[src/rtl/fpacer_pkg.sv]
// Shared constants, types and command/status structs of the frame pacer.
package fpacer_pkg;

    // Canonical time base and update bound.
    localparam int TICKS_PER_SECOND = 10000000;
    localparam int MAX_UPDATES      = 63;

    // Field widths.
    localparam int TIME_W    = 64;
    localparam int ELAPSED_W = 40;
    localparam int FREQ_W    = 32;
    localparam int TARGET_W  = 24;
    localparam int COUNT_W   = 32;

    // Scaling multiplier: the clamped delta is multiplied in two halves.
    localparam int HALF_W = ELAPSED_W / 2;
    localparam int TPS_W  = $clog2(TICKS_PER_SECOND + 1);
    localparam int PART_W = HALF_W + TPS_W;
    localparam int PROD_W = ELAPSED_W + TPS_W;

    // Deltas closer than this to the target snap onto it.
    localparam int SNAP_WINDOW = TICKS_PER_SECOND / 4000;

    localparam int UPD_CNT_W = $clog2(MAX_UPDATES + 1);

    // Shared bit-serial divider.
    localparam int DIV_W     = TIME_W;
    localparam int DIV_CNT_W = $clog2(DIV_W + 1);

    // Configuration port and register indexes.
    localparam int CFG_IDX_W  = 8;
    localparam int CFG_DATA_W = 40;

    localparam logic [CFG_IDX_W-1:0] REG_TIMER_FREQ  = CFG_IDX_W'(0);
    localparam logic [CFG_IDX_W-1:0] REG_MAX_DELTA   = CFG_IDX_W'(1);
    localparam logic [CFG_IDX_W-1:0] REG_FIXED_MODE  = CFG_IDX_W'(2);
    localparam logic [CFG_IDX_W-1:0] REG_TARGET_STEP = CFG_IDX_W'(3);

    localparam logic [FREQ_W-1:0]    FREQ_RESET      = FREQ_W'(1000000000);
    localparam logic [ELAPSED_W-1:0] MAX_DELTA_RESET = ELAPSED_W'(100000000);
    localparam logic [TARGET_W-1:0]  TARGET_RESET    = TARGET_W'(166667);

    // Controller states.
    typedef enum logic [3:0] {
        ST_IDLE,
        ST_MUL_LO,
        ST_MUL_HI,
        ST_SCALE_START,
        ST_SCALE_RUN,
        ST_ADJUST,
        ST_UPDATE,
        ST_RATE,
        ST_MOD_RUN,
        ST_STATUS
    } fp_state_t;

    // Commands from the controller to the datapath.
    typedef struct packed {
        logic take_tick;
        logic take_reset;
        logic mul_lo;
        logic mul_hi;
        logic div_scale;
        logic scale_sat;
        logic scale_done;
        logic adjust;
        logic step;
        logic rate;
        logic mod_start;
        logic mod_done;
        logic status;
    } fp_cmd_t;

    // Status from the datapath to the controller.
    typedef struct packed {
        logic scale_over;
        logic div_busy;
        logic more_steps;
        logic out_free;
        logic rate_due;
    } fp_stat_t;

endpackage

[src/rtl/fixed_timestep_frame_pacer.sv]
// Top level of the fixed timestep frame pacer: controller, datapath and checks.
// A reset request passes from the idle state to the status state, which loads its status item
// into the output register once that register is free. A tick passes through the two multiply
// states, the bit-serial scaling divide, the adjust state, one update step for each update item,
// the rate state and the status state; a tick whose scaled delta saturates skips the divide, and
// a tick that closes a measurement second adds a remainder division. Output stalls hold the flow.
// rst_n clears all timing state and loads the configuration registers with their defaults.
module fixed_timestep_frame_pacer (
    input  logic                              clk,
    input  logic                              rst_n,
    input  logic                              in_valid,
    output logic                              in_ready,
    input  logic                              req_type,
    input  logic [fpacer_pkg::TIME_W-1:0]     timer_value,
    output logic                              out_valid,
    input  logic                              out_ready,
    output logic                              is_update,
    output logic [fpacer_pkg::ELAPSED_W-1:0]  step_ticks,
    output logic [fpacer_pkg::TIME_W-1:0]     total_ticks,
    output logic [fpacer_pkg::COUNT_W-1:0]    frame_number,
    output logic [fpacer_pkg::COUNT_W-1:0]    frames_per_second,
    output logic                              last,
    input  logic                              cfg_valid,
    output logic                              cfg_ready,
    input  logic [fpacer_pkg::CFG_IDX_W-1:0]  cfg_index,
    input  logic [fpacer_pkg::CFG_DATA_W-1:0] cfg_data
);
    import fpacer_pkg::*;

    fp_cmd_t  ctrl_cmd;
    fp_stat_t dp_stat;

    // Configuration writes complete at once.
    assign cfg_ready = 1'b1;

    fpacer_ctrl u_ctrl (
        .clk      (clk),
        .rst_n    (rst_n),
        .in_valid (in_valid),
        .req_type (req_type),
        .stat     (dp_stat),
        .in_ready (in_ready),
        .cmd      (ctrl_cmd)
    );

    fpacer_dp u_dp (
        .clk               (clk),
        .rst_n             (rst_n),
        .cmd               (ctrl_cmd),
        .stat              (dp_stat),
        .timer_value       (timer_value),
        .cfg_valid         (cfg_valid),
        .cfg_index         (cfg_index),
        .cfg_data          (cfg_data),
        .out_ready         (out_ready),
        .out_valid         (out_valid),
        .is_update         (is_update),
        .step_ticks        (step_ticks),
        .total_ticks       (total_ticks),
        .frame_number      (frame_number),
        .frames_per_second (frames_per_second),
        .last              (last)
    );

    // A pending item is never overwritten by a new update or status item.
    a_no_overwrite: assert property (@(posedge clk) disable iff (!rst_n)
        (ctrl_cmd.step || ctrl_cmd.status) |-> dp_stat.out_free)
        else $error("output register loaded while an item is still pending");

    // Every item presented is either an update or the closing status, never both.
    a_last_is_status: assert property (@(posedge clk) disable iff (!rst_n)
        out_valid |-> (last != is_update))
        else $error("last flag does not match the item kind");

    // A tick keeps the input closed while it is being worked on.
    a_tick_blocks_input: assert property (@(posedge clk) disable iff (!rst_n)
        (in_valid && in_ready && !req_type) |=> !in_ready)
        else $error("input accepted again right after a tick");

    // The shared divider is only launched when it is free.
    a_div_free_on_start: assert property (@(posedge clk) disable iff (!rst_n)
        (ctrl_cmd.div_scale || ctrl_cmd.mod_start) |-> !dp_stat.div_busy)
        else $error("divider started while busy");

endmodule

[src/rtl/fpacer_div.sv]
// Restoring bit-serial divider, one quotient bit per cycle, shared by scaling and rate window.
module fpacer_div (
    input  logic                             clk,
    input  logic                             rst_n,
    input  logic                             start,
    input  logic [fpacer_pkg::FREQ_W-1:0]    divisor,
    input  logic [fpacer_pkg::FREQ_W-1:0]    init_rem,
    input  logic [fpacer_pkg::DIV_W-1:0]     init_shift,
    input  logic [fpacer_pkg::DIV_CNT_W-1:0] steps,
    output logic                             busy,
    output logic [fpacer_pkg::DIV_W-1:0]     shift_out,
    output logic [fpacer_pkg::FREQ_W-1:0]    rem_out
);
    import fpacer_pkg::*;

    logic                 busy_reg, busy_next;
    logic [DIV_CNT_W-1:0] count_reg, count_next;
    logic [FREQ_W-1:0]    rem_reg, rem_next;
    logic [DIV_W-1:0]     shift_reg, shift_next;

    logic [FREQ_W:0] trial;
    logic [FREQ_W:0] diff;
    logic            fits;

    // Shift the next dividend bit into the partial remainder and try a subtract.
    assign trial = {rem_reg, shift_reg[DIV_W-1]};
    assign diff  = trial - {1'b0, divisor};
    assign fits  = (trial >= {1'b0, divisor});

    always_comb
    begin
        busy_next  = busy_reg;
        count_next = count_reg;
        rem_next   = rem_reg;
        shift_next = shift_reg;
        if (start)
        begin
            busy_next  = 1'b1;
            count_next = steps;
            rem_next   = init_rem;
            shift_next = init_shift;
        end
        else if (busy_reg)
        begin
            rem_next   = fits ? diff[FREQ_W-1:0] : trial[FREQ_W-1:0];
            shift_next = {shift_reg[DIV_W-2:0], fits};
            count_next = count_reg - DIV_CNT_W'(1);
            if (count_reg == DIV_CNT_W'(1))
            begin
                busy_next = 1'b0;
            end
        end
    end

    // Control state.
    always_ff @(posedge clk or negedge rst_n)
    begin
        if (!rst_n)
        begin
            busy_reg  <= 1'b0;
            count_reg <= '0;
        end
        else
        begin
            busy_reg  <= busy_next;
            count_reg <= count_next;
        end
    end

    // Remainder and quotient shift register.
    always_ff @(posedge clk)
    begin
        rem_reg   <= rem_next;
        shift_reg <= shift_next;
    end

    assign busy      = busy_reg;
    assign shift_out = shift_reg;
    assign rem_out   = rem_reg;

endmodule

[src/rtl/fpacer_dp.sv]
// Datapath of the frame pacer: configuration, timing state, scaling and the output register.
module fpacer_dp (
    input  logic                              clk,
    input  logic                              rst_n,
    input  fpacer_pkg::fp_cmd_t               cmd,
    output fpacer_pkg::fp_stat_t              stat,
    input  logic [fpacer_pkg::TIME_W-1:0]     timer_value,
    input  logic                              cfg_valid,
    input  logic [fpacer_pkg::CFG_IDX_W-1:0]  cfg_index,
    input  logic [fpacer_pkg::CFG_DATA_W-1:0] cfg_data,
    input  logic                              out_ready,
    output logic                              out_valid,
    output logic                              is_update,
    output logic [fpacer_pkg::ELAPSED_W-1:0]  step_ticks,
    output logic [fpacer_pkg::TIME_W-1:0]     total_ticks,
    output logic [fpacer_pkg::COUNT_W-1:0]    frame_number,
    output logic [fpacer_pkg::COUNT_W-1:0]    frames_per_second,
    output logic                              last
);
    import fpacer_pkg::*;

    localparam logic [TPS_W-1:0] TPS_C = TPS_W'(TICKS_PER_SECOND);

    // Configuration registers.
    logic [FREQ_W-1:0]    freq_reg, freq_next;
    logic [ELAPSED_W-1:0] max_delta_reg, max_delta_next;
    logic                 fixed_mode_reg, fixed_mode_next;
    logic [TARGET_W-1:0]  target_reg, target_next;

    // Timing state.
    logic [TIME_W-1:0]    last_time_reg, last_time_next;
    logic [TIME_W-1:0]    leftover_reg, leftover_next;
    logic [ELAPSED_W-1:0] elapsed_reg, elapsed_next;
    logic [TIME_W-1:0]    total_reg, total_next;
    logic [COUNT_W-1:0]   frame_reg, frame_next;
    logic [COUNT_W-1:0]   rate_reg, rate_next;
    logic [COUNT_W-1:0]   fis_reg, fis_next;
    logic [TIME_W-1:0]    sec_acc_reg, sec_acc_next;
    logic [UPD_CNT_W-1:0] upd_cnt_reg, upd_cnt_next;

    // Working registers.
    logic [ELAPSED_W-1:0] raw_reg, raw_next;
    logic [PROD_W-1:0]    prod_reg, prod_next;
    logic [ELAPSED_W-1:0] delta_reg, delta_next;

    // Output register.
    logic                 out_valid_reg, out_valid_next;
    logic                 o_upd_reg, o_upd_next;
    logic [ELAPSED_W-1:0] o_step_reg, o_step_next;
    logic [TIME_W-1:0]    o_total_reg, o_total_next;
    logic [COUNT_W-1:0]   o_frame_reg, o_frame_next;
    logic [COUNT_W-1:0]   o_rate_reg, o_rate_next;
    logic                 o_last_reg, o_last_next;

    logic [FREQ_W-1:0]    f_eff;
    logic [TIME_W-1:0]    raw_diff;
    logic [ELAPSED_W-1:0] raw_clamp;
    logic [HALF_W-1:0]    mul_in;
    logic [PART_W-1:0]    part_prod;
    logic [PROD_W-1:0]    prod_high;
    logic [ELAPSED_W-1:0] t_ext;
    logic [ELAPSED_W-1:0] snap_diff;
    logic [ELAPSED_W-1:0] snapped;
    logic [TIME_W:0]      left_sum;
    logic [TIME_W-1:0]    left_sat;
    logic [ELAPSED_W-1:0] step_amt;
    logic [TIME_W-1:0]    total_step;
    logic [COUNT_W-1:0]   frame_step;
    logic [COUNT_W-1:0]   fis_inc;
    logic                 out_free;
    logic                 mod_short;

    logic                 div_start;
    logic [FREQ_W-1:0]    div_init_rem;
    logic [DIV_W-1:0]     div_init_shift;
    logic [DIV_CNT_W-1:0] div_steps;
    logic                 div_busy;
    logic [DIV_W-1:0]     div_shift;
    logic [FREQ_W-1:0]    div_rem;

    // A zero frequency counts as one.
    assign f_eff = (freq_reg == '0) ? FREQ_W'(1) : freq_reg;

    // Raw delta since the previous reading, clamped.
    assign raw_diff  = timer_value - last_time_reg;
    assign raw_clamp = (raw_diff > TIME_W'(max_delta_reg)) ? max_delta_reg
                                                           : raw_diff[ELAPSED_W-1:0];

    // One shared multiplier works on the low half, then the high half.
    assign mul_in    = cmd.mul_hi ? raw_reg[ELAPSED_W-1:HALF_W] : raw_reg[HALF_W-1:0];
    assign part_prod = mul_in * TPS_C;

    // Quotient would not fit in the elapsed width when the top part reaches the divisor.
    assign prod_high = prod_reg >> ELAPSED_W;

    // Snap to the target and add into the leftover with saturation.
    assign t_ext     = ELAPSED_W'(target_reg);
    assign snap_diff = (delta_reg > t_ext) ? (delta_reg - t_ext) : (t_ext - delta_reg);
    assign snapped   = (snap_diff < ELAPSED_W'(SNAP_WINDOW)) ? t_ext : delta_reg;
    assign left_sum  = {1'b0, leftover_reg} + (TIME_W + 1)'(snapped);
    assign left_sat  = left_sum[TIME_W] ? '1 : left_sum[TIME_W-1:0];

    // Values after one update step.
    assign step_amt   = fixed_mode_reg ? t_ext : delta_reg;
    assign total_step = total_reg + TIME_W'(step_amt);
    assign frame_step = frame_reg + COUNT_W'(1);
    assign fis_inc    = (upd_cnt_reg != '0) ? (fis_reg + COUNT_W'(1)) : fis_reg;

    assign out_free = !out_valid_reg || out_ready;

    // Divider operands: scaling, or the rate window remainder.
    assign mod_short = (sec_acc_reg[TIME_W-1:FREQ_W] < f_eff);
    assign div_start = cmd.div_scale || cmd.mod_start;

    always_comb
    begin
        if (cmd.mod_start)
        begin
            div_init_rem   = mod_short ? sec_acc_reg[TIME_W-1:FREQ_W] : '0;
            div_init_shift = mod_short ? (sec_acc_reg << FREQ_W) : sec_acc_reg;
            div_steps      = mod_short ? DIV_CNT_W'(FREQ_W) : DIV_CNT_W'(DIV_W);
        end
        else
        begin
            div_init_rem   = FREQ_W'(prod_high);
            div_init_shift = DIV_W'(prod_reg[ELAPSED_W-1:0]) << (DIV_W - ELAPSED_W);
            div_steps      = DIV_CNT_W'(ELAPSED_W);
        end
    end

    fpacer_div u_div (
        .clk        (clk),
        .rst_n      (rst_n),
        .start      (div_start),
        .divisor    (f_eff),
        .init_rem   (div_init_rem),
        .init_shift (div_init_shift),
        .steps      (div_steps),
        .busy       (div_busy),
        .shift_out  (div_shift),
        .rem_out    (div_rem)
    );

    // Status to the controller.
    always_comb
    begin
        stat.scale_over = (prod_high >= PROD_W'(f_eff));
        stat.div_busy   = div_busy;
        stat.more_steps = fixed_mode_reg
            ? ((leftover_reg >= TIME_W'(target_reg)) &&
               (upd_cnt_reg < UPD_CNT_W'(MAX_UPDATES)))
            : (upd_cnt_reg == '0);
        stat.out_free   = out_free;
        stat.rate_due   = (sec_acc_reg >= TIME_W'(f_eff));
    end

    // Configuration writes.
    always_comb
    begin
        freq_next       = freq_reg;
        max_delta_next  = max_delta_reg;
        fixed_mode_next = fixed_mode_reg;
        target_next     = target_reg;
        if (cfg_valid)
        begin
            unique case (cfg_index)
                REG_TIMER_FREQ:  freq_next       = cfg_data[FREQ_W-1:0];
                REG_MAX_DELTA:   max_delta_next  = cfg_data[ELAPSED_W-1:0];
                REG_FIXED_MODE:  fixed_mode_next = cfg_data[0];
                REG_TARGET_STEP: target_next     = cfg_data[TARGET_W-1:0];
                default:         freq_next       = freq_reg;
            endcase
        end
    end

    // Timing state updates per command.
    always_comb
    begin
        last_time_next = last_time_reg;
        leftover_next  = leftover_reg;
        elapsed_next   = elapsed_reg;
        total_next     = total_reg;
        frame_next     = frame_reg;
        rate_next      = rate_reg;
        fis_next       = fis_reg;
        sec_acc_next   = sec_acc_reg;
        upd_cnt_next   = upd_cnt_reg;
        if (cmd.take_reset)
        begin
            last_time_next = timer_value;
            leftover_next  = '0;
            rate_next      = '0;
            fis_next       = '0;
            sec_acc_next   = '0;
            upd_cnt_next   = '0;
        end
        if (cmd.take_tick)
        begin
            last_time_next = timer_value;
            sec_acc_next   = sec_acc_reg + raw_diff;
            upd_cnt_next   = '0;
        end
        if (cmd.adjust)
        begin
            leftover_next = fixed_mode_reg ? left_sat : '0;
        end
        if (cmd.step)
        begin
            elapsed_next = step_amt;
            total_next   = total_step;
            frame_next   = frame_step;
            upd_cnt_next = upd_cnt_reg + UPD_CNT_W'(1);
            if (fixed_mode_reg)
            begin
                leftover_next = leftover_reg - TIME_W'(target_reg);
            end
        end
        if (cmd.rate)
        begin
            if (stat.rate_due)
            begin
                rate_next = fis_inc;
                fis_next  = '0;
            end
            else
            begin
                fis_next = fis_inc;
            end
        end
        if (cmd.mod_done)
        begin
            sec_acc_next = TIME_W'(div_rem);
        end
    end

    // Working registers: clamped delta, product and scaled delta.
    always_comb
    begin
        raw_next   = cmd.take_tick ? raw_clamp : raw_reg;
        prod_next  = prod_reg;
        delta_next = delta_reg;
        if (cmd.mul_lo)
        begin
            prod_next = PROD_W'(part_prod);
        end
        if (cmd.mul_hi)
        begin
            prod_next = prod_reg + (PROD_W'(part_prod) << HALF_W);
        end
        if (cmd.scale_sat)
        begin
            delta_next = '1;
        end
        if (cmd.scale_done)
        begin
            delta_next = div_shift[ELAPSED_W-1:0];
        end
    end

    // Output register: an update item or the closing status item.
    always_comb
    begin
        o_upd_next   = o_upd_reg;
        o_step_next  = o_step_reg;
        o_total_next = o_total_reg;
        o_frame_next = o_frame_reg;
        o_rate_next  = o_rate_reg;
        o_last_next  = o_last_reg;
        if (cmd.step)
        begin
            o_upd_next   = 1'b1;
            o_step_next  = step_amt;
            o_total_next = total_step;
            o_frame_next = frame_step;
            o_rate_next  = rate_reg;
            o_last_next  = 1'b0;
        end
        else if (cmd.status)
        begin
            o_upd_next   = 1'b0;
            o_step_next  = elapsed_reg;
            o_total_next = total_reg;
            o_frame_next = frame_reg;
            o_rate_next  = rate_reg;
            o_last_next  = 1'b1;
        end
        if (cmd.step || cmd.status)
        begin
            out_valid_next = 1'b1;
        end
        else
        begin
            out_valid_next = out_ready ? 1'b0 : out_valid_reg;
        end
    end

    // Registers with reset values.
    always_ff @(posedge clk or negedge rst_n)
    begin
        if (!rst_n)
        begin
            freq_reg       <= FREQ_RESET;
            max_delta_reg  <= MAX_DELTA_RESET;
            fixed_mode_reg <= 1'b0;
            target_reg     <= TARGET_RESET;
            last_time_reg  <= '0;
            leftover_reg   <= '0;
            elapsed_reg    <= '0;
            total_reg      <= '0;
            frame_reg      <= '0;
            rate_reg       <= '0;
            fis_reg        <= '0;
            sec_acc_reg    <= '0;
            upd_cnt_reg    <= '0;
            out_valid_reg  <= 1'b0;
        end
        else
        begin
            freq_reg       <= freq_next;
            max_delta_reg  <= max_delta_next;
            fixed_mode_reg <= fixed_mode_next;
            target_reg     <= target_next;
            last_time_reg  <= last_time_next;
            leftover_reg   <= leftover_next;
            elapsed_reg    <= elapsed_next;
            total_reg      <= total_next;
            frame_reg      <= frame_next;
            rate_reg       <= rate_next;
            fis_reg        <= fis_next;
            sec_acc_reg    <= sec_acc_next;
            upd_cnt_reg    <= upd_cnt_next;
            out_valid_reg  <= out_valid_next;
        end
    end

    // Payload registers.
    always_ff @(posedge clk)
    begin
        raw_reg     <= raw_next;
        prod_reg    <= prod_next;
        delta_reg   <= delta_next;
        o_upd_reg   <= o_upd_next;
        o_step_reg  <= o_step_next;
        o_total_reg <= o_total_next;
        o_frame_reg <= o_frame_next;
        o_rate_reg  <= o_rate_next;
        o_last_reg  <= o_last_next;
    end

    assign out_valid         = out_valid_reg;
    assign is_update         = o_upd_reg;
    assign step_ticks        = o_step_reg;
    assign total_ticks       = o_total_reg;
    assign frame_number      = o_frame_reg;
    assign frames_per_second = o_rate_reg;
    assign last              = o_last_reg;

endmodule

[src/rtl/fpacer_ctrl.sv]
// Controller state machine that sequences one item through the pacer datapath.
module fpacer_ctrl (
    input  logic                  clk,
    input  logic                  rst_n,
    input  logic                  in_valid,
    input  logic                  req_type,
    input  fpacer_pkg::fp_stat_t  stat,
    output logic                  in_ready,
    output fpacer_pkg::fp_cmd_t   cmd
);
    import fpacer_pkg::*;

    fp_state_t state_reg, state_next;

    // Next state.
    always_comb
    begin
        state_next = state_reg;
        unique case (state_reg)
            ST_IDLE:
            begin
                if (in_valid)
                begin
                    state_next = req_type ? ST_STATUS : ST_MUL_LO;
                end
            end
            ST_MUL_LO:      state_next = ST_MUL_HI;
            ST_MUL_HI:      state_next = ST_SCALE_START;
            ST_SCALE_START: state_next = stat.scale_over ? ST_ADJUST : ST_SCALE_RUN;
            ST_SCALE_RUN:
            begin
                if (!stat.div_busy)
                begin
                    state_next = ST_ADJUST;
                end
            end
            ST_ADJUST:      state_next = ST_UPDATE;
            ST_UPDATE:
            begin
                if (!stat.more_steps)
                begin
                    state_next = ST_RATE;
                end
            end
            ST_RATE:        state_next = stat.rate_due ? ST_MOD_RUN : ST_STATUS;
            ST_MOD_RUN:
            begin
                if (!stat.div_busy)
                begin
                    state_next = ST_STATUS;
                end
            end
            ST_STATUS:
            begin
                if (stat.out_free)
                begin
                    state_next = ST_IDLE;
                end
            end
            default:        state_next = ST_IDLE;
        endcase
    end

    // Commands.
    always_comb
    begin
        cmd      = '0;
        in_ready = 1'b0;
        unique case (state_reg)
            ST_IDLE:
            begin
                in_ready       = 1'b1;
                cmd.take_tick  = in_valid && !req_type;
                cmd.take_reset = in_valid && req_type;
            end
            ST_MUL_LO:      cmd.mul_lo = 1'b1;
            ST_MUL_HI:      cmd.mul_hi = 1'b1;
            ST_SCALE_START:
            begin
                cmd.scale_sat = stat.scale_over;
                cmd.div_scale = !stat.scale_over;
            end
            ST_SCALE_RUN:   cmd.scale_done = !stat.div_busy;
            ST_ADJUST:      cmd.adjust = 1'b1;
            ST_UPDATE:      cmd.step = stat.more_steps && stat.out_free;
            ST_RATE:
            begin
                cmd.rate      = 1'b1;
                cmd.mod_start = stat.rate_due;
            end
            ST_MOD_RUN:     cmd.mod_done = !stat.div_busy;
            ST_STATUS:      cmd.status = stat.out_free;
            default:        cmd = '0;
        endcase
    end

    always_ff @(posedge clk or negedge rst_n)
    begin
        if (!rst_n)
        begin
            state_reg <= ST_IDLE;
        end
        else
        begin
            state_reg <= state_next;
        end
    end

endmodule
[config.mk]
export PLATFORM = sky130hd
export DESIGN_NAME = fixed_timestep_frame_pacer
export DESIGN_NICKNAME = d
export VERILOG_FILES = /design/src/rtl/fpacer_pkg.sv /design/src/rtl/fixed_timestep_frame_pacer.sv /design/src/rtl/fpacer_div.sv /design/src/rtl/fpacer_dp.sv /design/src/rtl/fpacer_ctrl.sv
export SDC_FILE = /design/constraint.sdc
export NUM_CORES = 2
export LEC_CHECK = 0
export BUFFER_PORTS_ARGS = -buffer_cell sky130_fd_sc_hd__buf_4
export CAP_MARGIN = 10
export CORE_MARGIN = 2
export CORE_UTILIZATION = 55
export CTS_BUF_LIST = sky130_fd_sc_hd__clkbuf_4 sky130_fd_sc_hd__clkbuf_8 sky130_fd_sc_hd__clkbuf_16
export CTS_CLUSTER_SIZE = 12
export DETAILED_ROUTE_END_ITERATION = 8
export PLACE_DENSITY = 0.77
export REMOVE_ABC_BUFFERS = 1
export SKIP_CTS_REPAIR_TIMING = 1
export SLEW_MARGIN = 25
export SYNTH_ARGS = -nofsm -noshare
export SYNTH_HDL_FRONTEND = slang
export SYNTH_HIERARCHICAL = 1
export SYNTH_SLANG_ARGS = --single-unit
export TNS_END_PERCENT = 5
[constraint.sdc]
create_clock -name clk -period 27.9 [get_ports clk]
set_clock_uncertainty 0.05 [all_clocks]
set_input_delay 8.37 -clock clk [delete_from_list [all_inputs] [get_ports clk]]
set_output_delay 8.37 -clock clk [all_outputs]
set_load 0.01 [all_outputs]
=== Word level (Yosys, flattened, before mapping) ===
Cells that the tools add are included.

* Register bits after elaboration: 918
* Word-level logic and storage cells: 177

* $lt $le $gt $ge: 9
* Equal/unequal tests: 18
* $add $sub $neg: 13
* Multipliers: 1
* Reductions and logical operators: 30
* Multiplexer cells: 78

{| class="wikitable"
|+ Operators by type and width
! cell !! number
|-
| $mux W64 || 19
|-
| $mux W32 || 17
|-
| $mux W40 || 8
|-
| $add A64 B64 Y64 || 2
|-
| $add A64 B40 Y65 || 1
|-
| $add A32 B1 Y32 const B || 2
|-
| $add A64 B40 Y64 || 1
|-
| $ge A64 B24 Y1 || 1
|-
| $ge A64 B32 Y1 || 1
|-
| $gt A64 B40 Y1 || 1
|-
| $sub A64 B24 Y64 || 1
|-
| $sub A64 B64 Y64 || 1
|-
| $gt A40 B24 Y1 || 1
|-
| $lt A40 B12 Y1 const B || 1
|-
| $pmux W4 S10 || 1
|-
| $sub A24 B40 Y40 || 1
|-
| $sub A40 B24 Y40 || 1
|-
| $mul A20 B17 Y37 const B || 1
|-
| $ge A33 B32 Y1 || 1
|-
| $ge A24 B32 Y1 || 1
|-
| $logic_not A32 Y1 || 1
|-
| $lt A32 B32 Y1 || 1
|-
| $sub A32 B32 Y32 || 1
|-
| $mux W7 || 4
|-
| other kinds (28) || 79
|}

=== Longest topological paths before layout ===
* Word-level depth: 10
* Mapped depth: 39
* Depth with buffers taken out: 37

=== Cells and area by module ===
The synthesis kept the hierarchy.

{| class="wikitable"
|+ By module, submodules not included
! module !! seq. area each (µm²) !! area each (µm²) !! times used !! cells an instance
|-
| fpacer_dp || 21652.0 || 60207.7 || 1 || 6400
|-
| fpacer_div || 3083.0 || 6839.1 || 1 || 648
|-
| fpacer_ctrl || 100.1 || 384.1 || 1 || 50
|-
| fixed_timestep_frame_pacer || 0.0 || 11.3 || 1 || 2
|}

=== Worst setup path after synthesis ===
No wires, ideal clock.

* Path kind: input -> register
* From: in timer_value[0] (netlist bit)
* To: reg u_dp.raw_reg[30] (data pin)
* Data arrival time: 13.933 ns
* Setup slack: 13.658 ns
* Data required time: 27.590 ns
* Path buffers: 1
* Library setup time: 0.260 ns
* Stages: 27
* Cell sequence: inv_1 ha_1 inv_1 fa_1 a211oi_1 o211ai_1 a211oi_2 a2111oi_4 o21bai_1 o21ai_0 a31oi_1 xnor2_1 ha_1 a21o_1 a21o_1 a21oi_1 o21ai_0 or4_1 a21oi_1 o221ai_1 a2111oi_0 or4b_1 nor4_1 nand4bb_1 nor4_4 buf_6 mux2_2

* Cells in the longest elaborated chain, start to end: 3

{| class="wikitable"
|+ Ends and longest elaborated chain
! element !! line !! RTL
|-
| start, declared || fixed_timestep_frame_pacer.sv:14 || <nowiki>input logic [fpacer_pkg::TIME_W-1:0] timer_value,</nowiki>
|-
| $sub A64 B64 Y64 (*) || fpacer_dp.sv:85 || <nowiki>assign raw_diff = timer_value - last_time_reg;</nowiki>
|-
| $gt A64 B40 Y1 || fpacer_dp.sv:86 || <nowiki>assign raw_clamp = (raw_diff > TIME_W'(max_delta_reg)) ? max_delta_reg</nowiki>
|-
| $mux W40 (*) || fpacer_dp.sv:86 ||
|-
| named net u_dp.raw_clamp[30] || fpacer_dp.sv:57 || <nowiki>logic [ELAPSED_W-1:0] raw_clamp;</nowiki>
|-
| end signal, assigned || fpacer_dp.sv:339 || <nowiki>raw_reg <= raw_next;</nowiki>
|-
| end, declared || fpacer_dp.sv:42 || <nowiki>logic [ELAPSED_W-1:0] raw_reg, raw_next;</nowiki>
|}

The timed path passes the listed nets; every way through them passes the cells marked *.
A chain may end at the register's enable or synchronous reset.

=== Worst setup path after layout ===
* From: in timer_value[0] (netlist bit)
* To: reg u_dp.raw_reg[15] (data pin)

The elaborated chain is that of the path after synthesis.

==> impl_metrics.csv <==
group,metric,value,unit
run_status,status,"finished clean",
drt,vias,56700,
drt,dr.pass1.iters,8,
timing,rsz0062_at_grt,"no",
drt,wirelength,212000,microns
global_routing,use_met3,0.0577,
final_layout,multi_input_area,0.0393,sq mm
logic_synthesis,synth_edf_count,401,
final_layout,final_common_cell,"ha_1",
logic_synthesis,yosysSeqAreaShare,0.368,
timing,period_share,0.547,
logic_synthesis,synthCells,7100,
placement,post-place-cells,8773,
timing,finalCriticalPeriod,15270,ps
floorplanning,ios,291,
floorplanning,die_w,354,microns
setup_path,crit_buf_inv,4,
flow_run,maxCapViolCount,0,
global_routing,use_met1,0.413,
global_routing,antenna_found_initial,25,
global_routing,track_usage,0.332,
placement,port_buffers,289,
drt,wl_per_cell,23.6,microns
clocking,max-clock-path-buffers,3,
timing,fmax,0.0655,GHz
global_routing,grt_pass1_vias,55500,
setup_path,cp-end-kind,"register",
final_layout,syn_to_final_growth,10.8,%
final_layout,nFillCells,10200,
timing,setup_viol,0,
timing,slew_headroom,0.233,
final_layout,utilization,0.614,
drt,ant_nets,0,
global_routing,grt_util_met2,0.546,
hold_path,hp-start,"u_dp/rate_reg[12]$_DFF_PN0_",
placement,gp_congestion,1.03,
logic_synthesis,synthesis.area,0.0674,sq mm
final_layout,seqCellArea,0.0248,sq mm
setup_path,cp.required,28330,ps
drt,drt_iter0_drc,5810,
setup_path,crit_family,"compound AO/OA/AOI/OAI gates",
global_routing,overflow,0,
timing,tightest_slew,1120,ps
drt,vias_per_cell,6.31,
hold_path,holdCritPathClass,"reg2reg",
clocking,cts.sinks,911,
global_routing,grt_max_degree,140,
logic_synthesis,synth_cell_types,107,
floorplanning,die-area,0.125,sq mm
clocking,numCtsBuffers,102,
setup_path,startpoint,"timer_value[0]",
final_layout,final_cell_mix,"ha_1 (655), inv_1 (560), a21oi_1 (531), nor2_1 (492), dfrtp_1 (474)",
setup_path,cp_max_fo,40,
setup_path,critPathKind,"in2reg",
timing,slew_violations,0,
logic_synthesis,async_flop_share,0.558,
placement,dp_hpwl,162000,microns
final_layout,final_cells,8975,
global_routing,grt_pass1_wl,325000,microns
final_layout,drive_gt1_frac,0.134,
setup_path,startpoint_type,"primary input",
clocking,cts_root_buf,"clkbuf_16",
floorplanning,initial_core_util,0.554,
timing,hold_ws,370,ps
logic_synthesis,postSynthAreaPerCell,9.50,sq um
timing,tns,0,ps
clocking,htree_levels,3,
clocking,clk_pin_slew,60,ps
drt,drcViolationCount,0,
timing,finalHoldViolations,0,
setup_path,crit_arrival,15700,ps
logic_synthesis,synthFlopType,"dfrtp_1",
floorplanning,fp-row-count,128,
clocking,cts_tree,"done",
global_routing,top_usage_layer,"met2",
setup_path,slowest_stage,"a211oi_2",
clocking,clock_latency,780,ps
floorplanning,fp.dieH,354,microns
setup_path,worstReg2RegStart,"u_ctrl/state_reg[0]$_DFFE_PN0P_",
logic_synthesis,ys.warnings.count,6,
logic_synthesis,synth-seq-cells,911,
floorplanning,core,0.122,sq mm
setup_path,cpPeakStageDelay,540,ps
final_layout,nNetsFinal,8125,
[per-layer routing]
metal	wire, microns	up-vias
met5	78	-
met4	13800	12
met3	16400	685
met2	98800	2621
met1	83100	27400
li1	-	25900
[cells by family after synthesis]
logic type	after synthesis	synth area share
and+or+nand+nor	1933	0.142
AOI/OAI and AO/OA	1862	0.178
DFF	911	0.368
buffers and inverters	884	0.0507
adders and majority gates	755	0.151
xor gates and xnor gates	401	0.0521
muxes	352	0.0580
other	2	0.000111
[worst register-to-register path, delay by kind of cell, from the launching register on]
kind                       cells  cell delay (ps)
muxes                          1              920
DFF                            1              500
xor gates and xnor gates       2              370
adders and majority gates      8             3510
AOI/OAI and AO/OA             11             3080
and+or+nand+nor                4             1000
buffers and inverters          4             1100
[cells in the mapped netlist, types with 19 or more instances]
master	n	share of area
nand4_1	118	0.011
a211oi_1	83	0.0092
o311ai_0	22	0.0029
or2_2	31	0.0029
nand3_1	155	0.012
o21ai_0	413	0.031
mux2i_1	40	0.0059
a21o_1	262	0.029
dfstp_2	33	0.013
o211ai_1	44	0.0049
nor2b_1	79	0.0073
mux2_1	21	0.0035
nor4_1	50	0.0046
a21oi_1	531	0.039
mux2_2	291	0.049
ha_1	656	0.12
o31ai_1	38	0.0042
a22o_1	31	0.0040
buf_1	20	0.0011
o21bai_1	47	0.0052
nand3b_1	36	0.0040
a31oi_1	79	0.0073
o21a_1	49	0.0055
nand2_1	466	0.026
or4_1	19	0.0021
and3_1	59	0.0055
fa_1	99	0.029
xnor2_1	251	0.033
clkbuf_1	272	0.015
nor3_1	131	0.0097
dfrtp_1	475	0.18
nor2_1	494	0.027
xor2_1	150	0.019
edfxtp_1	401	0.18
nand2b_1	116	0.011
and2_1	91	0.0084
inv_1	560	0.031
or3_1	30	0.0028
a221oi_1	25	0.0032
[path summary, 6_finish.rpt]
kind                       slack, ps                                   end  cells after the start
max                            12630            u_dp/raw_reg[15]$_DFFE_PP_                     28
min                              370  u_dp/frames_per_second[12]$_DFFE_PP_                      0
max reg2reg                    17100       u_dp/prod_reg[63]$_SDFFCE_PN0P_                     30
min reg2reg                      370  u_dp/frames_per_second[12]$_DFFE_PP_                      0
max in group asynchronous      18090           u_dp/fis_reg[0]$_DFFE_PN0P_                      3
min in group asynchronous       7560        u_dp/total_reg[13]$_DFFE_PN0P_                      1
[cell type report]
cell class / instances / area share
Timing Repair Buffer: 367 / 0.0376
Clock inverter: 49 / 0.00916
Inverter: 562 / 0.0282
Clock buffer: 145 / 0.0393
Tap cell: 1625 / 0.0272
Multi-Input combinational cell: 5308 / 0.526
Antenna cell: 8 / 0.000268
Sequential cell: 911 / 0.332
[per-stage QoR]
stage               setup slack (ps)  area, sq um
CTS                            12820        74700
global route                   12270        74700
global placement               12310        71100
detailed placement             12080        71100
floorplan                       5360        66100
finish                         12630        74700
Power is not shown: default switching activity piles up to over one toggle a cycle in this logic, so the estimate is an artifact.
